==> config.mk <==
export PLATFORM = sky130hd
export DESIGN_NAME = http_chunked_body_decoder_top
export DESIGN_NICKNAME = d
export VERILOG_FILES = /design/src/rtl/chbd_pkg.sv /design/src/rtl/chbd_front.sv /design/src/rtl/chbd_queue.sv /design/src/rtl/chbd_back.sv /design/src/rtl/http_chunked_body_decoder_top.sv
export SDC_FILE = /design/constraint.sdc
export NUM_CORES = 1
export LEC_CHECK = 0
export BUFFER_PORTS_ARGS = -buffer_cell sky130_fd_sc_hd__clkbuf_2
export CAP_MARGIN = 5
export CELL_PAD_IN_SITES_DETAIL_PLACEMENT = 0
export CELL_PAD_IN_SITES_GLOBAL_PLACEMENT = 1
export CORE_MARGIN = 3
export CORE_UTILIZATION = 49
export DETAILED_ROUTE_END_ITERATION = 8
export GPL_TIMING_DRIVEN = 0
export PLACE_DENSITY_LB_ADDON = 0.1
export SYNTH_ARGS = -nofsm -noshare
export SYNTH_HDL_FRONTEND = slang
export SYNTH_SLANG_ARGS = --single-unit
==> constraint.sdc <==
create_clock -name clk_i -period 6.7 [get_ports clk_i]
set_input_delay 1.34 -clock clk_i [delete_from_list [all_inputs] [get_ports clk_i]]
set_output_delay 1.34 -clock clk_i [all_outputs]
set_load 0.01 [all_outputs]
==> src/rtl/chbd_pkg.sv <==
// package for the chunked body decoder: types, character codes and defaults
// no dependencies; imported by every module of the block
`default_nettype none

package chbd_pkg;

  localparam int unsigned COUNT_BITS_DEF = 24;
  localparam int unsigned QUEUE_DEPTH    = 2;
  localparam int unsigned MAX_BODY_W     = 24;
  localparam logic [MAX_BODY_W-1:0] MAX_BODY_RESET = 24'd1048576;

  localparam logic [7:0] CHAR_CR   = 8'h0D;
  localparam logic [7:0] CHAR_LF   = 8'h0A;
  localparam logic [7:0] CHAR_SEMI = 8'h3B;

  typedef enum logic [2:0] {
    PH_SIZE,
    PH_EXT,
    PH_DATA,
    PH_DCR,
    PH_DLF,
    PH_TRAILER,
    PH_DONE
  } phase_e;

  typedef enum logic [1:0] {
    KIND_PAYLOAD   = 2'd0,
    KIND_COMPLETE  = 2'd1,
    KIND_MALFORMED = 2'd2,
    KIND_TRUNCATED = 2'd3
  } kind_e;

  typedef struct packed {
    logic       eos;
    logic [7:0] data;
    logic       is_cr;
    logic       is_lf;
    logic       is_semi;
    logic       is_hex;
    logic [3:0] hex_val;
  } item_t;

  typedef struct packed {
    logic rearmed;
    logic finished;
  } status_t;

endpackage

`default_nettype wire

==> src/rtl/chbd_front.sv <==
// front end: accepts raw body words and classifies each byte
// depends on chbd_pkg; feeds chbd_queue
`default_nettype none

module chbd_front
  import chbd_pkg::*;
(
  input  wire logic       s_valid_i,
  input  wire logic [7:0] s_data_i,
  input  wire logic       s_eos_i,
  output logic            s_ready_o,
  input  wire logic       q_full_i,
  output logic            push_o,
  output item_t           item_o
);

  logic is_digit;
  logic is_alpha;

  always_comb begin
    is_digit = (s_data_i >= 8'h30) && (s_data_i <= 8'h39);
    is_alpha = ((s_data_i >= 8'h61) && (s_data_i <= 8'h66)) ||
               ((s_data_i >= 8'h41) && (s_data_i <= 8'h46));
    item_o.eos     = s_eos_i;
    item_o.data    = s_data_i;
    item_o.is_cr   = (s_data_i == CHAR_CR);
    item_o.is_lf   = (s_data_i == CHAR_LF);
    item_o.is_semi = (s_data_i == CHAR_SEMI);
    item_o.is_hex  = is_digit | is_alpha;
    item_o.hex_val = is_digit ? s_data_i[3:0] : (s_data_i[3:0] + 4'd9);
  end

  assign s_ready_o = ~q_full_i;
  assign push_o    = s_valid_i & ~q_full_i;

endmodule

`default_nettype wire

==> src/rtl/chbd_queue.sv <==
// short register queue of classified words between front and back
// depends on chbd_pkg
`default_nettype none

module chbd_queue
  import chbd_pkg::*;
#(
  parameter int unsigned DEPTH = QUEUE_DEPTH
) (
  input  wire logic  clk_i,
  input  wire logic  rst_ni,
  input  wire logic  push_i,
  input  wire item_t item_i,
  output logic       full_o,
  input  wire logic  pop_i,
  output logic       valid_o,
  output item_t      item_o,
  output logic [$clog2(DEPTH+1)-1:0] count_o
);

  localparam int unsigned PW = (DEPTH > 1) ? $clog2(DEPTH) : 1;
  localparam int unsigned CW = $clog2(DEPTH+1);

  item_t mem_q [DEPTH];
  logic [PW-1:0] wr_ptr_q, wr_ptr_d;
  logic [PW-1:0] rd_ptr_q, rd_ptr_d;
  logic [CW-1:0] cnt_q, cnt_d;
  logic          do_push;
  logic          do_pop;

  assign full_o  = (cnt_q == CW'(DEPTH));
  assign valid_o = (cnt_q != '0);
  assign item_o  = mem_q[rd_ptr_q];
  assign count_o = cnt_q;
  assign do_push = push_i & ~full_o;
  assign do_pop  = pop_i & valid_o;

  always_comb begin
    wr_ptr_d = wr_ptr_q;
    rd_ptr_d = rd_ptr_q;
    cnt_d    = cnt_q;
    if (do_push) begin
      wr_ptr_d = (wr_ptr_q == PW'(DEPTH-1)) ? '0 : wr_ptr_q + PW'(1);
    end
    if (do_pop) begin
      rd_ptr_d = (rd_ptr_q == PW'(DEPTH-1)) ? '0 : rd_ptr_q + PW'(1);
    end
    if (do_push && !do_pop) begin
      cnt_d = cnt_q + CW'(1);
    end else if (do_pop && !do_push) begin
      cnt_d = cnt_q - CW'(1);
    end
  end

  always_ff @(posedge clk_i or negedge rst_ni) begin
    if (!rst_ni) begin
      wr_ptr_q <= '0;
      rd_ptr_q <= '0;
      cnt_q    <= '0;
    end else begin
      wr_ptr_q <= wr_ptr_d;
      rd_ptr_q <= rd_ptr_d;
      cnt_q    <= cnt_d;
    end
  end

  always_ff @(posedge clk_i) begin
    if (do_push) begin
      mem_q[wr_ptr_q] <= item_i;
    end
  end

endmodule

`default_nettype wire

==> src/rtl/chbd_back.sv <==
// back end: chunk framing state machine and output register
// depends on chbd_pkg; takes classified words from chbd_queue
`default_nettype none

module chbd_back
  import chbd_pkg::*;
#(
  parameter int unsigned COUNT_BITS = COUNT_BITS_DEF
) (
  input  wire logic                  clk_i,
  input  wire logic                  rst_ni,
  input  wire logic [MAX_BODY_W-1:0] max_body_i,
  input  wire logic                  q_valid_i,
  input  wire item_t                 item_i,
  output logic                       pop_o,
  output logic                       out_valid_o,
  output logic [7:0]                 out_data_o,
  output logic [1:0]                 out_kind_o,
  input  wire logic                  out_ready_i,
  output status_t                    status_o
);

  localparam int unsigned CW = (COUNT_BITS + 1 > MAX_BODY_W + 1) ? COUNT_BITS + 1
                                                                 : MAX_BODY_W + 1;

  phase_e                phase_q, phase_d;
  logic [COUNT_BITS-1:0] chunk_q, chunk_d;
  logic [COUNT_BITS-1:0] left_q, left_d;
  logic [COUNT_BITS-1:0] total_q, total_d;
  logic                  saw_q, saw_d;
  logic                  bad_q, bad_d;
  logic                  crp_q, crp_d;

  logic                  out_valid_q, out_valid_d;
  logic [7:0]            out_data_q, out_data_d;
  kind_e                 out_kind_q, out_kind_d;

  logic                  res_valid;
  kind_e                 res_kind;

  logic [MAX_BODY_W:0]   max_p1;
  logic                  over_lim;
  logic                  over_cap;
  logic                  top_busy;
  logic [COUNT_BITS-1:0] left_dec;
  logic                  crlf_seen;
  logic                  lone_cr;
  logic                  bad_mid;
  logic                  saw_mid;

  assign pop_o = q_valid_i & (~out_valid_q | out_ready_i);

  always_comb begin
    max_p1    = {1'b0, max_body_i} + (MAX_BODY_W+1)'(1);
    over_lim  = CW'(chunk_q) > CW'(max_p1 >> 4);
    over_cap  = (CW'(total_q) + CW'(chunk_q)) > CW'(max_body_i);
    top_busy  = chunk_q[COUNT_BITS-1 -: 4] != 4'd0;
    left_dec  = left_q - COUNT_BITS'(1);
    crlf_seen = crp_q & item_i.is_lf;
    lone_cr   = crp_q & ~item_i.is_lf;
    bad_mid   = bad_q | (lone_cr & (phase_q == PH_SIZE));
    saw_mid   = saw_q | (lone_cr & (phase_q == PH_TRAILER));
  end

  // next state
  always_comb begin
    phase_d = phase_q;
    chunk_d = chunk_q;
    left_d  = left_q;
    total_d = total_q;
    saw_d   = saw_q;
    bad_d   = bad_q;
    crp_d   = crp_q;
    if (pop_o) begin
      if (item_i.eos) begin
        phase_d = PH_SIZE;
        chunk_d = '0;
        left_d  = '0;
        total_d = '0;
        saw_d   = 1'b0;
        bad_d   = 1'b0;
        crp_d   = 1'b0;
      end else begin
        case (phase_q)
          PH_DATA: begin
            left_d  = left_dec;
            total_d = total_q + COUNT_BITS'(1);
            if (left_dec == '0) begin
              phase_d = PH_DCR;
            end
          end
          PH_DCR: begin
            bad_d   = ~item_i.is_cr;
            phase_d = PH_DLF;
          end
          PH_DLF: begin
            if (bad_q || !item_i.is_lf) begin
              phase_d = PH_DONE;
            end else begin
              phase_d = PH_SIZE;
              chunk_d = '0;
              saw_d   = 1'b0;
              bad_d   = 1'b0;
              crp_d   = 1'b0;
            end
          end
          PH_SIZE, PH_EXT, PH_TRAILER: begin
            if (crlf_seen) begin
              crp_d = 1'b0;
              if (phase_q == PH_TRAILER) begin
                if (!saw_q) begin
                  phase_d = PH_DONE;
                end else begin
                  saw_d = 1'b0;
                end
              end else if (bad_q || !saw_q) begin
                phase_d = PH_DONE;
              end else if (chunk_q == '0) begin
                phase_d = PH_TRAILER;
                saw_d   = 1'b0;
              end else if (over_cap) begin
                phase_d = PH_DONE;
              end else begin
                left_d  = chunk_q;
                phase_d = PH_DATA;
              end
            end else begin
              saw_d = saw_mid;
              bad_d = bad_mid;
              crp_d = item_i.is_cr;
              if (!item_i.is_cr) begin
                if (phase_q == PH_TRAILER) begin
                  saw_d = 1'b1;
                end else if (phase_q == PH_SIZE) begin
                  if (item_i.is_semi) begin
                    phase_d = PH_EXT;
                  end else if (!item_i.is_hex) begin
                    bad_d = 1'b1;
                  end else if (!bad_mid) begin
                    if (over_lim || top_busy) begin
                      bad_d = 1'b1;
                    end else begin
                      chunk_d = {chunk_q[COUNT_BITS-5:0], item_i.hex_val};
                      saw_d   = 1'b1;
                    end
                  end
                end
              end
            end
          end
          default: begin
          end
        endcase
      end
    end
  end

  // result of the word being taken
  always_comb begin
    res_valid = 1'b0;
    res_kind  = KIND_PAYLOAD;
    if (item_i.eos) begin
      res_valid = (phase_q != PH_DONE);
      res_kind  = KIND_TRUNCATED;
    end else begin
      case (phase_q)
        PH_DATA: begin
          res_valid = 1'b1;
        end
        PH_DLF: begin
          res_valid = bad_q | ~item_i.is_lf;
          res_kind  = KIND_MALFORMED;
        end
        PH_SIZE, PH_EXT: begin
          res_valid = crlf_seen & (bad_q | ~saw_q | ((chunk_q != '0) & over_cap));
          res_kind  = KIND_MALFORMED;
        end
        PH_TRAILER: begin
          res_valid = crlf_seen & ~saw_q;
          res_kind  = KIND_COMPLETE;
        end
        default: begin
        end
      endcase
    end
  end

  always_comb begin
    out_valid_d = out_valid_q & ~out_ready_i;
    out_data_d  = out_data_q;
    out_kind_d  = out_kind_q;
    if (pop_o) begin
      out_valid_d = res_valid;
      out_data_d  = (res_kind == KIND_PAYLOAD) ? item_i.data : 8'd0;
      out_kind_d  = res_kind;
    end
  end

  always_ff @(posedge clk_i or negedge rst_ni) begin
    if (!rst_ni) begin
      phase_q     <= PH_SIZE;
      chunk_q     <= '0;
      left_q      <= '0;
      total_q     <= '0;
      saw_q       <= 1'b0;
      bad_q       <= 1'b0;
      crp_q       <= 1'b0;
      out_valid_q <= 1'b0;
    end else begin
      phase_q     <= phase_d;
      chunk_q     <= chunk_d;
      left_q      <= left_d;
      total_q     <= total_d;
      saw_q       <= saw_d;
      bad_q       <= bad_d;
      crp_q       <= crp_d;
      out_valid_q <= out_valid_d;
    end
  end

  always_ff @(posedge clk_i) begin
    out_data_q <= out_data_d;
    out_kind_q <= out_kind_d;
  end

  assign out_valid_o       = out_valid_q;
  assign out_data_o        = out_data_q;
  assign out_kind_o        = out_kind_q;
  assign status_o.rearmed  = (phase_q == PH_SIZE) && (total_q == '0) && !crp_q;
  assign status_o.finished = (phase_q == PH_DONE);

endmodule

`default_nettype wire

==> src/rtl/http_chunked_body_decoder_top.sv <==
// an accepted word is held in chbd_queue; its result, if any, is registered in chbd_back
// throughput: one body word per cycle while the output register is free or being taken
// the two-entry queue absorbs input words while the output word waits; ready drops when full
// reset: rst_ni asynchronous active low; decoder at start of size line, max_body 1048576
// depends on chbd_pkg, chbd_front, chbd_queue, chbd_back
`default_nettype none

module http_chunked_body_decoder_top
  import chbd_pkg::*;
#(
  parameter int unsigned COUNT_BITS = COUNT_BITS_DEF,
  parameter int unsigned Q_DEPTH    = QUEUE_DEPTH
) (
  input  wire logic                  clk_i,
  input  wire logic                  rst_ni,
  input  wire logic                  cfg_wr_en_i,
  input  wire logic [MAX_BODY_W-1:0] cfg_wr_data_i,
  input  wire logic                  s_axis_tvalid,
  output logic                       s_axis_tready,
  input  wire logic [7:0]            s_axis_tdata,   // data_byte
  input  wire logic                  s_axis_tuser,   // end_of_stream
  output logic                       m_axis_tvalid,
  input  wire logic                  m_axis_tready,
  output logic [7:0]                 m_axis_tdata,   // payload_byte
  output logic [1:0]                 m_axis_tuser    // kind
);

  logic [MAX_BODY_W-1:0]        max_body_q;
  logic                         q_full;
  logic                         push;
  item_t                        push_item;
  logic                         q_valid;
  item_t                        head_item;
  logic                         pop;
  logic [$clog2(Q_DEPTH+1)-1:0] q_count;
  status_t                      status;

  always_ff @(posedge clk_i or negedge rst_ni) begin
    if (!rst_ni) begin
      max_body_q <= MAX_BODY_RESET;
    end else if (cfg_wr_en_i) begin
      max_body_q <= cfg_wr_data_i;
    end
  end

  chbd_front u_front (
    .s_valid_i (s_axis_tvalid),
    .s_data_i  (s_axis_tdata),
    .s_eos_i   (s_axis_tuser),
    .s_ready_o (s_axis_tready),
    .q_full_i  (q_full),
    .push_o    (push),
    .item_o    (push_item)
  );

  chbd_queue #(
    .DEPTH (Q_DEPTH)
  ) u_queue (
    .clk_i   (clk_i),
    .rst_ni  (rst_ni),
    .push_i  (push),
    .item_i  (push_item),
    .full_o  (q_full),
    .pop_i   (pop),
    .valid_o (q_valid),
    .item_o  (head_item),
    .count_o (q_count)
  );

  chbd_back #(
    .COUNT_BITS (COUNT_BITS)
  ) u_back (
    .clk_i       (clk_i),
    .rst_ni      (rst_ni),
    .max_body_i  (max_body_q),
    .q_valid_i   (q_valid),
    .item_i      (head_item),
    .pop_o       (pop),
    .out_valid_o (m_axis_tvalid),
    .out_data_o  (m_axis_tdata),
    .out_kind_o  (m_axis_tuser),
    .out_ready_i (m_axis_tready),
    .status_o    (status)
  );

`ifndef SYNTH
  a_queue_bound : assert property (@(posedge clk_i) disable iff (!rst_ni)
    q_count <= ($clog2(Q_DEPTH+1))'(Q_DEPTH))
    else $error("queue count beyond depth");

  a_zero_data : assert property (@(posedge clk_i) disable iff (!rst_ni)
    (m_axis_tvalid && (m_axis_tuser != KIND_PAYLOAD)) |-> (m_axis_tdata == 8'd0))
    else $error("status word carries nonzero data");

  a_eos_rearm : assert property (@(posedge clk_i) disable iff (!rst_ni)
    (pop && head_item.eos) |=> status.rearmed)
    else $error("end of stream did not rearm decoder");

  a_done_silent : assert property (@(posedge clk_i) disable iff (!rst_ni)
    (pop && status.finished && !head_item.eos) |=> !m_axis_tvalid)
    else $error("result after final answer");
`endif

endmodule

`default_nettype wire

After elaboration in Yosys (flattened, before gate mapping):

Memory sizes are Yosys's and may differ from the RTL's.
Cells that the tools add are included.

* add/subtract/negate cells: 9
* order comparisons: 8
* divide/modulo/power cells: 0
* bitwise gates (word level): 25
* multipliers: 0
* eq/ne operators: 31
* mux-type cells: 73
* reductions and logical operators: 36
* shift-type cells: 0

Operators by type and width (number)
* two-way mux 24 bit: 18
* case mux 24 bit (2 select lines): 2
* logical NOT 24 bit: 2
* two-way mux 3 bit: 13
* != test 3 bit (second input constant): 11
* two-way mux 1 bit: 30
* adder 24 x 1 -> 25 bit (second input constant): 1
* adder 24 x 24 -> 25 bit: 1
* > comparator 25 x 24 -> 1 bit: 1
* adder 24 x 1 -> 24 bit (second input constant): 1
* > comparator 24 x 21 -> 1 bit: 1
* nonzero test 24 bit: 1
* subtractor 24 x 1 -> 24 bit (second input constant): 1
* == test 8 x 4 -> 1 bit (second input constant): 2
* >= comparator 8 x 7 -> 1 bit (second input constant): 2
* <= comparator 8 x 7 -> 1 bit (second input constant): 2
* bitwise AND 1 bit: 12
* != test 3 x 2 -> 1 bit (second input constant): 4
* case mux 3 bit (4 select lines): 1
* AND reduction 11 bit: 1
* != test 5 bit (second input constant): 2
* == test 8 x 6 -> 1 bit (second input constant): 1
* >= comparator 8 x 6 -> 1 bit (second input constant): 1
* <= comparator 8 x 6 -> 1 bit (second input constant): 1
* 36 further kinds: 70

* word-level logic and storage cells: 197
* bits in latches: 0
* ROM bits: 0
* register bits after elaboration: 117
* bits in writable memories: 34
* input port bits: 38
* memories: 1

Memory list
* u_queue.mem_q: words 2, bits a word 17, read ports 1, clocked after memory_dff 0, write ports 1, line chbd_queue.sv:24 `item_t mem_q [DEPTH];`

Longest topological paths before layout:

An unclocked memory read counts as a cell.

* word-level depth: 15
* gate-level depth with buffers: 23

Hierarchy:

Synthesis repeated with hierarchy kept, for this count alone.

* cell total of the unflattened synthesis: 1095
* area, all modules: 10553.9 um^2

By module, submodules not included
* chbd_back: cells each 932, area each 7742.4 um^2, times used 1
* chbd_queue: cells each 72, area each 1477.7 um^2, times used 1
* http_chunked_body_decoder_top: cells each 51, area each 998.5 um^2, times used 1
* chbd_front: cells each 40, area each 335.3 um^2, times used 1

Least setup slack after synthesis:

OpenSTA, ideal clock, no wires.

* path kind: register -> register
* start point: register u_back.chunk_q[0]
* end point: register u_back.left_q[17]
* arrival time: 4.537 ns
* period minus slack after synthesis: 4.662 ns
* stages on the path, launching flop included: 23
* slack: 2.038 ns
* library setup time: 0.125 ns
* cell sequence: dfrtp_1 > ha_1 > inv_1 > fa_1 > nor2b_1 > o21a_1 > o21ai_0 > a21oi_1 > a41o_1 > nor2_1 > a31oi_1 > a31o_2 > xor2_1 > ha_1 > a21o_1 > a21oi_1 > o211ai_1 > nor4b_1 > a32oi_1 > nor4_1 > o21ai_1 > nand2_1 > mux2_2

* word-level cells in the longest chain between the ends: 4
* elaborated cells between the ends (all ways): 6
* classes of those cells: add/sub (1); order compare (1); eq/ne (2); reduce/logical (2)

RTL lines
* start, declared: line chbd_back.sv:27 `logic [COUNT_BITS-1:0] chunk_q, chunk_d;`
* start signal, assigned: line chbd_back.sv:211 `chunk_q <= chunk_d;`
* adder 24 x 24 -> 25 bit: line chbd_back.sv:56 `over_cap = (CW'(total_q) + CW'(chunk_q)) > CW'(max_body_i);`
* > comparator 25 x 24 -> 1 bit: line chbd_back.sv:56
* != test 3 bit (no line)
* AND reduction 7 bit (no line) (*)
* end signal, assigned: line chbd_back.sv:212 `left_q <= left_d;`
* end, declared: line chbd_back.sv:28 `logic [COUNT_BITS-1:0] left_q, left_d;`

Every way passes the cells marked *; elsewhere a longest branch is shown, timed or not.
A chain may end at the register's enable or synchronous reset.

Final worst setup path:

* start point: register u_back.chunk_q[2]
* end point: register u_back.left_q[17]

The elaborated chain is that of the path after synthesis.

==> out/qor.yml <==
post-route-period-util_pct: 87.9
cp-start-kind: "register"
worstHoldEndpoint: "u_queue.wr_ptr_q$_DFFE_PN0P_"
hold_depth: 1
vias: 8236
placed_area_um2: 10400
holdBufCountCts: 0
ys_seq_area_share_pct: 40.8
rsz0062_at_grt: "no"
timing.rr.end: "u_back.left_q[17]$_DFFE_PN0P_"
grtUsageTotal_pct: 25.7
hold_class: "register to register"
synth_area_per_cell_um2: 9.49
htreeDepth: 4
io_pins: 50
die_w_um: 147
path_max_fanout: 10
area_growth_pct: 12.1
syn_inst: 1032
fp.dieH_um: 147
drive_above_1_share_pct: 11.9
fillers: 1801
cp.arrival_ns: 6.20
vdd_drop_max_uv: 175
start_util_pct: 50.2
finClkSkew_ns: 0.0125
worst_setup_path_end_kind: "register"
max_slew_margin_pct: 30.0
grt_max_degree: 108
io_buffers: 48
cts_sinks: 151
finalSetupTns_ns: 0
reg2reg_slack_ns: 0.81
initialDrtViolationCount: 565
drv_slew: 0
setup_viol: 0
coreArea_um2: 19500
synth_edf_count: 44
status: "finished clean"
drc_errors: 0
ys_types: 74
final-hold-violation-count: 0
r2r_start: "u_back.chunk_q[2]$_DFFE_PN0P_"
grt_pass1_vias: 7868
netlist.area_leader.share_pct: 27.1
diodes: 0
required_ns: 7.01
place_congestion: 0.895
dr.pass1.iters: 5
fin_nets: 1216
p_leak_nw: 4.91
worstMarginPinSlew_ns: 1.04
grt_pass1_wl_um: 43600
worst-setup-path-type: "register to register"
synth_area_leader_cell: "dfrtp_1"
async_reset_ff_share_pct: 70.9
cts_buffer_depth: 2
clkTransAtPathRegs_ns: 0.07
final_cell_area_um2: 11000
netlist_area_um2: 9800
row_count: 51
routed_wl_um: 27300
crit_chain: "ha_1, nor2b_1, o21a_1, o21ai_0, a21oi_1, a41o_1, nor2_1, a31oi_1, a31o_2, xor2_1, ha_1, a21o_1, a21oi_1, o211ai_1, nor4b_1, a32oi_1, nor4_1, o21ai_1, nand2_1, mux2_2"
drv_cap: 0
min_from: "u_queue.wr_ptr_q$_DFFE_PN0P_"
power_density_nw_per_um2: 350
dp_hpwl_um: 19700
cts_buffers: 17
clk_latency_ns: 0.43
critPathMaxStageDelay_ns: 0.64
cts_tree: "done"
ys_seq_elements: 151
cts_root_buffer: "clkbuf_16"
fmax_mhz: 170
grt_overflow: 0
yosys_warnings: 0
synth_area_leaders: "dfrtp_1 27%, edfxtp_1 13%, ha_1 9.8%"
ctsResizeCount: 0
post-route-min-period_ns: 5.89
antenna_found_initial: 0
ant_nets: 0
synth-main-ff-cell: "dfrtp_1"
dieArea_um2: 21700
vias_per_cell: 5.98
slowest_stage: "dfrtp_1"
synth_fp_nets: 1148
wl_per_cell_um: 19.8
r2r.worst_path.cells: 20
post_cts_buffers: 0
## synthesized netlist by cell type (4+ instances only)
library cell,n
mux2_2,12
nor2_1,72
a21o_1,17
a21oi_1,71
clkbuf_1,29
o21a_1,9
a22o_1,4
inv_1,49
or2_2,4
mux2i_1,14
and4_1,7
o21ai_0,74
nor3b_1,4
edfxtp_1,44
or3_1,15
nand2_1,90
xnor2_1,44
o21ai_1,5
a22oi_1,4
nor2b_1,13
nand4_1,19
xor2_1,25
nor4_1,29
dfrtp_1,106
and3_1,12
ha_1,77
o2bb2ai_1,9
a22o_2,20
nand3_1,32
nand2b_1,8
nor3_1,21
a31oi_1,11
a211oi_1,7
o211ai_1,11
## cell families after synthesis
family	count (synthesis)	share of synthesized area, %
and+or+nand+nor	335	16.9
AOI/OAI and AO/OA	285	19.2
DFF	151	40.8
buffers and inverters	87	3.81
adders and majority gates	78	10.0
xor gates and xnor gates	69	6.17
muxes	27	3.04
## per-stage QoR
| step | total power [W] | setup slack (ns) | hold slack [ns] | util (%) | cells |
|---|---|---|---|---|---|
| 6_report | 0.00384 | 0.813 | 0.493 | 56.3 | 1378 |
| 3_3_place_gp | 0.00285 | 0.894 | 0.472 | 53.1 | 1345 |
| 4_1_cts | 0.00384 | 0.861 | 0.494 | 56.3 | 1378 |
| 5_1_grt | 0.00409 | 0.449 | 0.501 | 56.3 | 1378 |
| 3_5_place_dp | 0.00286 | 0.890 | 0.479 | 53.2 | 1346 |
| 2_1_floorplan | 0.00238 | 2.04 | 0.457 | - | 1032 |
## worst max-delay path by stage
stage	startpoint	end	cells after the start
2_1_floorplan	u_back.chunk_q[0]$_DFFE_PN0P_	u_back.left_q[17]$_DFFE_PN0P_	22
3_3_place_gp	u_back.chunk_q[0]$_DFFE_PN0P_	u_back.left_q[17]$_DFFE_PN0P_	22
3_5_place_dp	u_back.chunk_q[0]$_DFFE_PN0P_	u_back.left_q[17]$_DFFE_PN0P_	22
4_1_cts	u_back.chunk_q[0]$_DFFE_PN0P_	u_back.left_q[17]$_DFFE_PN0P_	22
5_1_grt	u_back.chunk_q[0]$_DFFE_PN0P_	u_back.left_q[11]$_DFFE_PN0P_	23
6_report	u_back.chunk_q[2]$_DFFE_PN0P_	u_back.left_q[17]$_DFFE_PN0P_	20
## metal layers
metal / wire length [um] / track usage [%] / vias to the layer above / share of wire [%]
met3: 1440 / 3.92 / 52 / 5.3
met5: 0 / 0 / - / 0
li1: - / - / 3973 / -
met2: 11900 / 37.7 / 255 / 44
met1: 13200 / 38.7 / 3956 / 48
met4: 762 / 9.13 / 0 / 2.8
## sequential cells by signal (all words and copies together), names as in the netlist
register            flops
u_back.left_q          24
u_queue.wr_ptr_q        1
u_queue.count_o         2
max_body_q             24
u_back.total_q         24
u_back.out_valid_o      1
u_back.out_kind_o       2
u_back.bad_q            1
u_back.chunk_q         24
u_back.out_data_o       8
u_back.crp_q            1
u_back.saw_q            1
u_queue.mem_q          34
u_queue.rd_ptr_q        1
u_back.phase_q          3
## cells in the final DEF, fill, tap and decap left out, types with 21 or more instances in the layout
| cell type | n |
|---|---|
| o21ai_0 | 74 |
| nand2_1 | 90 |
| xor2_1 | 25 |
| clkbuf_1 | 29 |
| ha_1 | 77 |
| inv_1 | 49 |
| nand3_1 | 32 |
| dfrtp_1 | 106 |
| clkbuf_2 | 47 |
| nor4_1 | 29 |
| nor2_1 | 72 |
| edfxtp_1 | 44 |
| a21oi_1 | 71 |
| nor3_1 | 21 |
| xnor2_1 | 44 |
## worst max-delay path: cells and delay by family (launching register included)
family,cells,cell delay (ns)
adder cells (fa/ha/maj),2,0.67
AO/OA/AOI/OAI,11,2.46
AND/OR/NAND/NOR,5,1.42
multiplexers,1,0.35
XOR/XNOR,1,0.22
flip-flops,1,0.64
## power breakdown
group          internal, W  leakage (nW)  switching, W
clock network     0.000504         0.290      0.000463
logic             0.000538          2.78       0.00104
registers          0.00115          1.84      0.000141
## final cells by class
type | count | area [um^2] | area share, %
sequential | 151 | 4000 | 36.4
multi-input combinational | 794 | 5420 | 49.4
clock buffer | 17 | 425 | 3.87
clock inverter | 15 | 175 | 1.59
buffer | 38 | 189 | 1.72
inverter | 49 | 184 | 1.67
timing repair buffer | 49 | 256 | 2.34
tap | 265 | 332 | 3.02
Power figures use the tool's default switching activity.
